--- config.mk ---
export PLATFORM = sky130hd
export DESIGN_NAME = stereo_linear_resampler
export DESIGN_NICKNAME = d
export VERILOG_FILES = /design/src/hw/rtl/srs_pkg.sv /design/src/hw/rtl/stereo_linear_resampler.sv /design/src/hw/rtl/srs_front.sv /design/src/hw/rtl/srs_interp.sv /design/src/hw/rtl/srs_outq.sv
export SDC_FILE = /design/constraint.sdc
export NUM_CORES = 2
export LEC_CHECK = 0
export ABC_AREA = 1
export BUFFER_PORTS_ARGS = -buffer_cell sky130_fd_sc_hd__buf_4
export CAP_MARGIN = 15
export CORE_UTILIZATION = 56
export CTS_BUF_LIST = sky130_fd_sc_hd__clkbuf_16
export DETAILED_ROUTE_END_ITERATION = 10
export PLACE_DENSITY = 0.76
export REMOVE_ABC_BUFFERS = 1
export SLEW_MARGIN = 20
export SYNTH_ARGS = -nofsm -noshare
export SYNTH_HDL_FRONTEND = slang
export SYNTH_SLANG_ARGS = --single-unit
--- constraint.sdc ---
create_clock -name clk -period 8.3 [get_ports clk]
set_input_delay 1.66 -clock clk [delete_from_list [all_inputs] [get_ports clk]]
set_output_delay 1.66 -clock clk [all_outputs]
set_load 0.01 [all_outputs]
--- src/hw/rtl/srs_pkg.sv ---
// shared types and constants of the stereo linear resampler
package srs_pkg;

  localparam int FRAC_BITS = 16;
  localparam int SMP_W     = 16;
  localparam int STEP_W    = 20;
  localparam int PHASE_W   = 21;
  localparam int WGT_W     = FRAC_BITS + 2;
  localparam int PROD_W    = SMP_W + WGT_W;
  localparam int SUM_W     = SMP_W + 2;
  localparam int MAX_OUT   = 16;
  localparam int CNT_W     = $clog2(MAX_OUT);
  localparam int Q_DEPTH   = 2;
  localparam int Q_AW      = $clog2(Q_DEPTH);
  localparam int Q_CW      = $clog2(Q_DEPTH + 1);

  localparam logic [PHASE_W-1:0] ONE_UNIT  = PHASE_W'(1) << FRAC_BITS;
  localparam logic [STEP_W-1:0]  STEP_RST  = STEP_W'(1) << FRAC_BITS;
  localparam logic [CNT_W-1:0]   CNT_LAST  = CNT_W'(MAX_OUT - 1);

  typedef struct packed {
    logic signed [SMP_W-1:0] left;
    logic signed [SMP_W-1:0] right;
  } pair_t;

  typedef struct packed {
    logic signed [SMP_W-1:0] left;
    logic signed [SMP_W-1:0] right;
    logic                    last;
  } res_t;

endpackage

--- src/hw/rtl/stereo_linear_resampler.sv ---
// top level of the stereo linear resampler
//
// each pushed word is one stereo pair of 16-bit source samples; the block keeps
// a 21-bit phase (16 fraction bits) and the previous pair, and while the phase
// is below one unit it pops out an interpolated pair,
// floor(prev*(1-f)) + floor(cur*f) per channel, saturated to 16 bits, then adds
// the configured step; once the phase reaches one unit it drops one unit and the
// current pair becomes the previous one. a word may give no output or up to 16,
// and the final one of a run (phase wrap or 16th output) has last_of_run set.
// every output goes through a multiply step and an add/saturate step of the
// single interpolation datapath and waits while the result queue is full; a new
// word is taken only after the last output of the current one. two-deep queues
// sit on both sides, so pushes keep going while results wait to be popped.
// phase_step is written over the cfg port (always ready) and must only change
// while the block is idle; reset sets it to one unit (pass-through rate).
module stereo_linear_resampler (
  input  logic                                clk,
  input  logic                                rst_n,
  // input words
  input  logic                                in_push,
  output logic                                in_full,
  input  logic signed [srs_pkg::SMP_W-1:0]    in_left_sample,
  input  logic signed [srs_pkg::SMP_W-1:0]    in_right_sample,
  // result words
  output logic                                out_empty,
  input  logic                                out_pop,
  output logic signed [srs_pkg::SMP_W-1:0]    out_left_out,
  output logic signed [srs_pkg::SMP_W-1:0]    out_right_out,
  output logic                                out_last_of_run,
  // configuration
  input  logic                                cfg_valid,
  output logic                                cfg_ready,
  input  logic [srs_pkg::STEP_W-1:0]          cfg_phase_step
);
  import srs_pkg::*;

  logic [STEP_W-1:0] step_r, step_nxt;
  pair_t             in_word;
  pair_t             item;
  logic              item_empty, item_pop;
  res_t              res, out_word;
  logic              res_push, res_full;

  // config register; cfg_ready is tied high, so every cfg_valid writes it
  assign cfg_ready = 1'b1;

  always_comb begin
    step_nxt = step_r;
    if (cfg_valid && cfg_ready) begin
      step_nxt = cfg_phase_step;
    end
  end

  always_ff @(posedge clk) begin
    if (!rst_n) begin
      step_r <= STEP_RST;
    end else begin
      step_r <= step_nxt;
    end
  end

  assign in_word.left  = in_left_sample;
  assign in_word.right = in_right_sample;

  // front: buffer incoming pairs
  srs_front u_front (
    .clk     (clk),
    .rst_n   (rst_n),
    .push    (in_push),
    .full    (in_full),
    .wr_word (in_word),
    .pop     (item_pop),
    .empty   (item_empty),
    .rd_word (item)
  );

  // back: phase walk and interpolation
  srs_interp u_interp (
    .clk        (clk),
    .rst_n      (rst_n),
    .step       (step_r),
    .item_avail (!item_empty),
    .item       (item),
    .item_pop   (item_pop),
    .res_push   (res_push),
    .res        (res),
    .res_full   (res_full)
  );

  // results wait here until popped
  srs_outq u_outq (
    .clk     (clk),
    .rst_n   (rst_n),
    .push    (res_push),
    .full    (res_full),
    .wr_word (res),
    .pop     (out_pop),
    .empty   (out_empty),
    .rd_word (out_word)
  );

  assign out_left_out    = out_word.left;
  assign out_right_out   = out_word.right;
  assign out_last_of_run = out_word.last;

`ifndef SYNTHESIS
  // the sequencer never pushes into a full result queue
  a_no_push_full: assert property (@(posedge clk) disable iff (!rst_n)
    res_push |-> !res_full)
    else $error("result pushed while queue full");

  // the sequencer never takes a word from an empty input queue
  a_no_pop_empty: assert property (@(posedge clk) disable iff (!rst_n)
    item_pop |-> !item_empty)
    else $error("input popped while queue empty");

  // nothing is offered right after reset
  a_empty_after_rst: assert property (@(posedge clk)
    !rst_n |=> out_empty)
    else $error("result offered after reset");
`endif

endmodule

--- src/hw/rtl/srs_front.sv ---
// input side: short queue of stereo source words
module srs_front (
  input  logic          clk,
  input  logic          rst_n,
  input  logic          push,
  output logic          full,
  input  srs_pkg::pair_t wr_word,
  input  logic          pop,
  output logic          empty,
  output srs_pkg::pair_t rd_word
);
  import srs_pkg::*;

  pair_t            mem_r [Q_DEPTH];
  logic [Q_AW-1:0]  wp_r, wp_nxt;
  logic [Q_AW-1:0]  rp_r, rp_nxt;
  logic [Q_CW-1:0]  cnt_r, cnt_nxt;
  logic             do_wr, do_rd;

  assign full    = (cnt_r == Q_CW'(Q_DEPTH));
  assign empty   = (cnt_r == '0);
  assign rd_word = mem_r[rp_r];
  assign do_wr   = push && !full;
  assign do_rd   = pop && !empty;

  always_comb begin
    wp_nxt  = do_wr ? Q_AW'((32'(wp_r) + 1) % Q_DEPTH) : wp_r;
    rp_nxt  = do_rd ? Q_AW'((32'(rp_r) + 1) % Q_DEPTH) : rp_r;
    cnt_nxt = cnt_r + Q_CW'(do_wr) - Q_CW'(do_rd);
  end

  always_ff @(posedge clk) begin
    if (!rst_n) begin
      wp_r  <= '0;
      rp_r  <= '0;
      cnt_r <= '0;
    end else begin
      wp_r  <= wp_nxt;
      rp_r  <= rp_nxt;
      cnt_r <= cnt_nxt;
    end
  end

  always_ff @(posedge clk) begin
    if (do_wr) begin
      mem_r[wp_r] <= wr_word;
    end
  end

endmodule

--- src/hw/rtl/srs_interp.sv ---
// back end: phase sequencer and interpolation datapath
module srs_interp (
  input  logic                        clk,
  input  logic                        rst_n,
  input  logic [srs_pkg::STEP_W-1:0]  step,
  input  logic                        item_avail,
  input  srs_pkg::pair_t              item,
  output logic                        item_pop,
  output logic                        res_push,
  output srs_pkg::res_t               res,
  input  logic                        res_full
);
  import srs_pkg::*;

  localparam logic [1:0] S_IDLE = 2'd0;
  localparam logic [1:0] S_MUL  = 2'd1;
  localparam logic [1:0] S_OUT  = 2'd2;

  logic [1:0]               state_r, state_nxt;
  logic [PHASE_W-1:0]       phase_r, phase_nxt;
  pair_t                    prev_r, prev_nxt;
  pair_t                    cur_r, cur_nxt;
  logic [CNT_W-1:0]         cnt_r, cnt_nxt;
  logic signed [PROD_W-1:0] pl_r, cl_r, pr_r, cr_r;
  logic signed [WGT_W-1:0]  w_cur, w_prev;
  logic signed [SUM_W-1:0]  sum_l, sum_r;
  logic [PHASE_W-1:0]       phase_add;
  logic                     wrap, last;

  function automatic logic signed [SUM_W-1:0] floor_w(input logic signed [PROD_W-1:0] p);
    logic signed [PROD_W-1:0] s;
    s = p >>> FRAC_BITS;
    return s[SUM_W-1:0];
  endfunction

  function automatic logic signed [SMP_W-1:0] sat(input logic signed [SUM_W-1:0] v);
    logic signed [SUM_W-1:0] hi, lo;
    hi = SUM_W'((1 << (SMP_W - 1)) - 1);
    lo = -SUM_W'(1 << (SMP_W - 1));
    if (v > hi) return hi[SMP_W-1:0];
    else if (v < lo) return lo[SMP_W-1:0];
    else return v[SMP_W-1:0];
  endfunction

  // phase is below one unit in the multiply state, so the weights fit
  assign w_cur  = WGT_W'(phase_r[FRAC_BITS:0]);
  assign w_prev = WGT_W'(ONE_UNIT[FRAC_BITS:0] - phase_r[FRAC_BITS:0]);

  assign sum_l = floor_w(pl_r) + floor_w(cl_r);
  assign sum_r = floor_w(pr_r) + floor_w(cr_r);

  assign phase_add = phase_r + PHASE_W'(step);
  assign wrap      = (phase_add >= ONE_UNIT);
  assign last      = wrap || (cnt_r == CNT_LAST);

  assign res.left  = sat(sum_l);
  assign res.right = sat(sum_r);
  assign res.last  = last;

  always_comb begin
    state_nxt = state_r;
    phase_nxt = phase_r;
    prev_nxt  = prev_r;
    cur_nxt   = cur_r;
    cnt_nxt   = cnt_r;
    item_pop  = 1'b0;
    res_push  = 1'b0;
    case (state_r)
      S_IDLE: begin
        if (item_avail) begin
          item_pop = 1'b1;
          cur_nxt  = item;
          cnt_nxt  = '0;
          if (phase_r >= ONE_UNIT) begin
            // no output for this word
            phase_nxt = phase_r - ONE_UNIT;
            prev_nxt  = item;
          end else begin
            state_nxt = S_MUL;
          end
        end
      end
      S_MUL: begin
        state_nxt = S_OUT;
      end
      S_OUT: begin
        if (!res_full) begin
          res_push  = 1'b1;
          phase_nxt = wrap ? (phase_add - ONE_UNIT) : phase_add;
          if (last) begin
            prev_nxt  = cur_r;
            state_nxt = S_IDLE;
          end else begin
            cnt_nxt   = cnt_r + CNT_W'(1);
            state_nxt = S_MUL;
          end
        end
      end
      default: begin
        state_nxt = S_IDLE;
      end
    endcase
  end

  always_ff @(posedge clk) begin
    if (!rst_n) begin
      state_r <= S_IDLE;
      phase_r <= '0;
      prev_r  <= '0;
      cnt_r   <= '0;
    end else begin
      state_r <= state_nxt;
      phase_r <= phase_nxt;
      prev_r  <= prev_nxt;
      cnt_r   <= cnt_nxt;
    end
  end

  always_ff @(posedge clk) begin
    cur_r <= cur_nxt;
    if (state_r == S_MUL) begin
      pl_r <= PROD_W'(prev_r.left)  * PROD_W'(w_prev);
      cl_r <= PROD_W'(cur_r.left)   * PROD_W'(w_cur);
      pr_r <= PROD_W'(prev_r.right) * PROD_W'(w_prev);
      cr_r <= PROD_W'(cur_r.right)  * PROD_W'(w_cur);
    end
  end

endmodule

--- src/hw/rtl/srs_outq.sv ---
// result side: short queue of interpolated words
module srs_outq (
  input  logic         clk,
  input  logic         rst_n,
  input  logic         push,
  output logic         full,
  input  srs_pkg::res_t wr_word,
  input  logic         pop,
  output logic         empty,
  output srs_pkg::res_t rd_word
);
  import srs_pkg::*;

  res_t             mem_r [Q_DEPTH];
  logic [Q_AW-1:0]  wp_r, wp_nxt;
  logic [Q_AW-1:0]  rp_r, rp_nxt;
  logic [Q_CW-1:0]  cnt_r, cnt_nxt;
  logic             do_wr, do_rd;

  assign full    = (cnt_r == Q_CW'(Q_DEPTH));
  assign empty   = (cnt_r == '0);
  assign rd_word = mem_r[rp_r];
  assign do_wr   = push && !full;
  assign do_rd   = pop && !empty;

  always_comb begin
    wp_nxt  = do_wr ? Q_AW'((32'(wp_r) + 1) % Q_DEPTH) : wp_r;
    rp_nxt  = do_rd ? Q_AW'((32'(rp_r) + 1) % Q_DEPTH) : rp_r;
    cnt_nxt = cnt_r + Q_CW'(do_wr) - Q_CW'(do_rd);
  end

  always_ff @(posedge clk) begin
    if (!rst_n) begin
      wp_r  <= '0;
      rp_r  <= '0;
      cnt_r <= '0;
    end else begin
      wp_r  <= wp_nxt;
      rp_r  <= rp_nxt;
      cnt_r <= cnt_nxt;
    end
  end

  always_ff @(posedge clk) begin
    if (do_wr) begin
      mem_r[wp_r] <= wr_word;
    end
  end

endmodule
==> summary.txt <==
Final cell count without fillers: 7884
Worst skew pair latency: 0.60 ns
Critical Path Slowest Stage Cell: inv_1
Cell depth of the worst setup path: 30
Portion of the post-synthesis area used by sequential elements: 15.9%
Max incr delay on CP: 0.60 ns
Syn Inst Count: 6635
Number of fill cells in the layout: 8394
Total routed wirelength: 152000 um
DRT antenna net count: 0
Die Height: 316 um
Post-place setup slack: 0.766 ns
Library cell occupying the most area in the post-synthesis netlist: fa_1
Reported max-cap violation count: 0
Maximum number of pins on one net before global-route repair: 73
Worst setup path start: u_interp.phase_r[2]$_SDFFE_PN0P_
Number of input and output port buffers inserted: 91
Flops & latches, synth: 323
Instance count after placement with tap cells included: 7806
Instance area at placement: 57100 um2
Number of remaining DRC errors: 0
Average cell area after synthesis: 8.33 um2
Last element of the critical path: u_interp.pl_r[32]$_DFFE_PN_
Share of the cycle needed by the critical path after routing: 92.7%
Length in cells of the worst reg-to-reg path: 30
Area grow syn2layout: 5.90%
Vias in the first global route: 45345
Result of the run: complete, no violations
Yosys warning total: 0
Critical path's most frequent cell: nand2_1
Total number of nets in the final design: 8098
Most common library cell in the layout ignoring fill and taps: inv_1
Horizontal extent of the die: 316 um
Clock skew after layout: 0.0324 ns
Iter 0 DRT Violations: 3900
Total number of vias: 42950
Mean routed wirelength per cell: 19.3 um
Accumulated negative setup slack: 0 ns
RSZ-0062 raised after global routing: no
Final Hold Violating Endpoints: 0
Required @ worst endpoint: 8.62 ns
Total buffers and inverters traversed by the critical path: 7
Worst Path Class, Setup: register to register
Slew @ Worst Pin: 1.12 ns
Global-route wire length before repair: 246000 um
Proportion of synthesized flip-flops having asynchronous set or reset: 0%
Class of the worst hold path: register to register
Number of buffers on the longest clock path: 3
R2R setup slack: 0.60 ns
Hold Buf Count CTS: 0
Layout cell share with drive strength beyond 1: 4.93%
Setup repair bufs after CTS: 0
Number of buffers created by CTS: 42
Total Routing Usage GR: 31.9%
Buffer type at the clock tree root: clkbuf_16
Netlist cell types: 52
Die Footprint: 100000 um2
Max Transition Viols Final: 0
First-pass iteration count of the detailed router: 6
Cell Area, Synth: 55300 um2
Minimum setup slack in the final design: 0.605 ns
Crit Reg-Reg Startpoint: u_interp.phase_r[2]$_SDFFE_PN0P_
Post-detailed-route via-to-cell ratio: 5.45
Largest cells by area after synthesis: fa_1 (36%), edfxtp_1 (13%), inv_1 (12%)
Total number of placement rows: 114
Number of resized instances in the post-cts repair step: 0
Sort of element at the end of the critical path: register
Total half-perimeter wirelength after legalization and detailed placement: 119000 um
Final Cell Area: 58600 um2
Cell type group with the largest total delay on the critical path: adder cells
Worst endpoint data arrival time: 8.01 ns
Worst slew margin: 25.6%
Weighted congestion reported at the end of routability-driven placement: 0.921
Antenna violations before repair: 0
Commonest cells after routing, fill and taps aside: inv_1 (1722), nand2_1 (1447), fa_1 (995)
Clock-pin slew on the worst setup and hold paths: 0.06 ns
Global route overflow: 0
Starting utilization of the core area: 56.8%
Core box area: 97300 um2
Top FF cell, synth: edfxtp_1
Number of synthesized flops with an enable pin: 234
Area share of the leading cell type in the synthesized netlist: 36.0%
End of the worst register-to-register path: u_interp.pl_r[32]$_DFFE_PN_
Biggest fanout along the worst timing path: 33
Number of clock sinks: 323
Final worst path period need: 7.70 ns
Kind of launch point of the worst setup path: register
Clock H-tree levels: 2
Highest clock rate: 130 MHz
TritonCTS clock tree: yes
I/O pins: 93
Number of setup violations in the final report: 0
## registers in the layout (all words and copies together), names as in the netlist, named ones only
register          cells
u_outq.cnt_r          2
u_interp.phase_r     21
u_front.rp_r          1
step_r               20
u_interp.cr_r        18
u_outq.rp_r           1
u_interp.pl_r        18
u_interp.cur_r       32
u_interp.cl_r        18
u_outq.mem_r         66
u_outq.wp_r           1
u_interp.cnt_r        4
u_interp.prev_r      32
u_front.mem_r        64
u_front.wp_r          1
u_interp.state_r      2
u_front.cnt_r         2
u_interp.pr_r        18
## through the flow
stage | util (%) | hold WS (ns)
finish | 60.2 | 0.441
global route | 60.2 | 0.466
CTS | 60.2 | 0.446
detailed placement | 58.7 | 0.437
global placement | 58.7 | 0.425
floorplan | - | 0.425
## worst min-delay path by stage
stage	slack [ns]	startpoint	cells after the start	endpoint
after global placement	0.42	u_front.rp_r$_SDFFE_PN0P_	1	register
after floorplan	0.43	u_outq.rp_r$_SDFFE_PN0P_	1	register
after global routing	0.47	u_outq.rp_r$_SDFFE_PN0P_	1	register
after CTS	0.45	u_front.rp_r$_SDFFE_PN0P_	1	register
after detailed placement	0.44	u_outq.rp_r$_SDFFE_PN0P_	1	register
final	0.44	u_front.rp_r$_SDFFE_PN0P_	1	register
## metal layers
| layer | GRT usage, % | part of all wire (%) | up-vias |
|---|---|---|---|
| met5 | 0 | 0 | - |
| met4 | 12.0 | 4.3 | 0 |
| met3 | 7.57 | 11 | 376 |
| met2 | 50.5 | 45 | 2100 |
| met1 | 42.8 | 40 | 20945 |
| li1 | - | - | 19529 |
## cell families (layout without fill, tap and decap cells)
group                      Yosys count  count (layout)  synth area share, %
buffers and inverters             1997            1969                 13.6
adders and majority gates         1467            1467                 46.7
xor gates and xnor gates           135             135                 2.15
AOI/OAI and AO/OA                  512             512                 5.07
other                                1               2              0.00678
DFF                                323             323                 15.9
and+or+nand+nor                   2135            2135                 15.2
muxes                               65              65                 1.32
## worst reg2reg max path: cells and delay by family, from the launching register on
kind,cells,cell delay (ns)
simple gates,14,2.08
fa+ha+maj,7,3.39
compound gates,1,0.19
buf+inv,7,1.38
flops,1,0.31
xor+xnor,1,0.09
## cells in the mapped netlist, types with 2 or more instances
cell type / instances
inv_1: 1717
nand2_1: 1447
fa_1: 995
ha_1: 472
nor2_1: 460
a21oi_1: 264
edfxtp_1: 234
clkbuf_1: 226
o21ai_0: 165
nand3_1: 141
dfxtp_1: 89
xor2_1: 78
mux2_2: 65
xnor2_1: 56
nor3_1: 33
buf_1: 27
nand4_1: 24
o211ai_1: 13
a21o_1: 10
buf_2: 10
nor4_1: 10
o21bai_1: 9
o21a_1: 8
clkinv_1: 7
a21boi_0: 6
a31oi_1: 6
nand3b_1: 6
a221oi_1: 5
buf_4: 5
o221ai_1: 5
or2_2: 5
o31ai_1: 4
a31o_2: 3
inv_2: 3
nor3b_1: 3
a211oi_1: 2
clkbuf_2: 2
nand2_2: 2
nor2_4: 2
o2111ai_1: 2
o221a_2: 2
o311ai_0: 2
## cell type report
| cell class | count | area, um2 | share of cell area [%] |
|---|---|---|---|
| repair buffers | 165 | 1240 | 2.12 |
| multi-input cells | 4315 | 39000 | 66.6 |
| flip-flops and latches | 323 | 8810 | 15.0 |
| well taps | 1276 | 1600 | 2.73 |
| inverters | 1727 | 6480 | 11.1 |
| clock inverters | 34 | 344 | 0.588 |
| diodes | 1 | 2.50 | 0.00427 |
| clock buffers | 43 | 1080 | 1.84 |
Power is not shown: default switching activity piles up to over one toggle a cycle in this logic, so the estimate is an artifact.
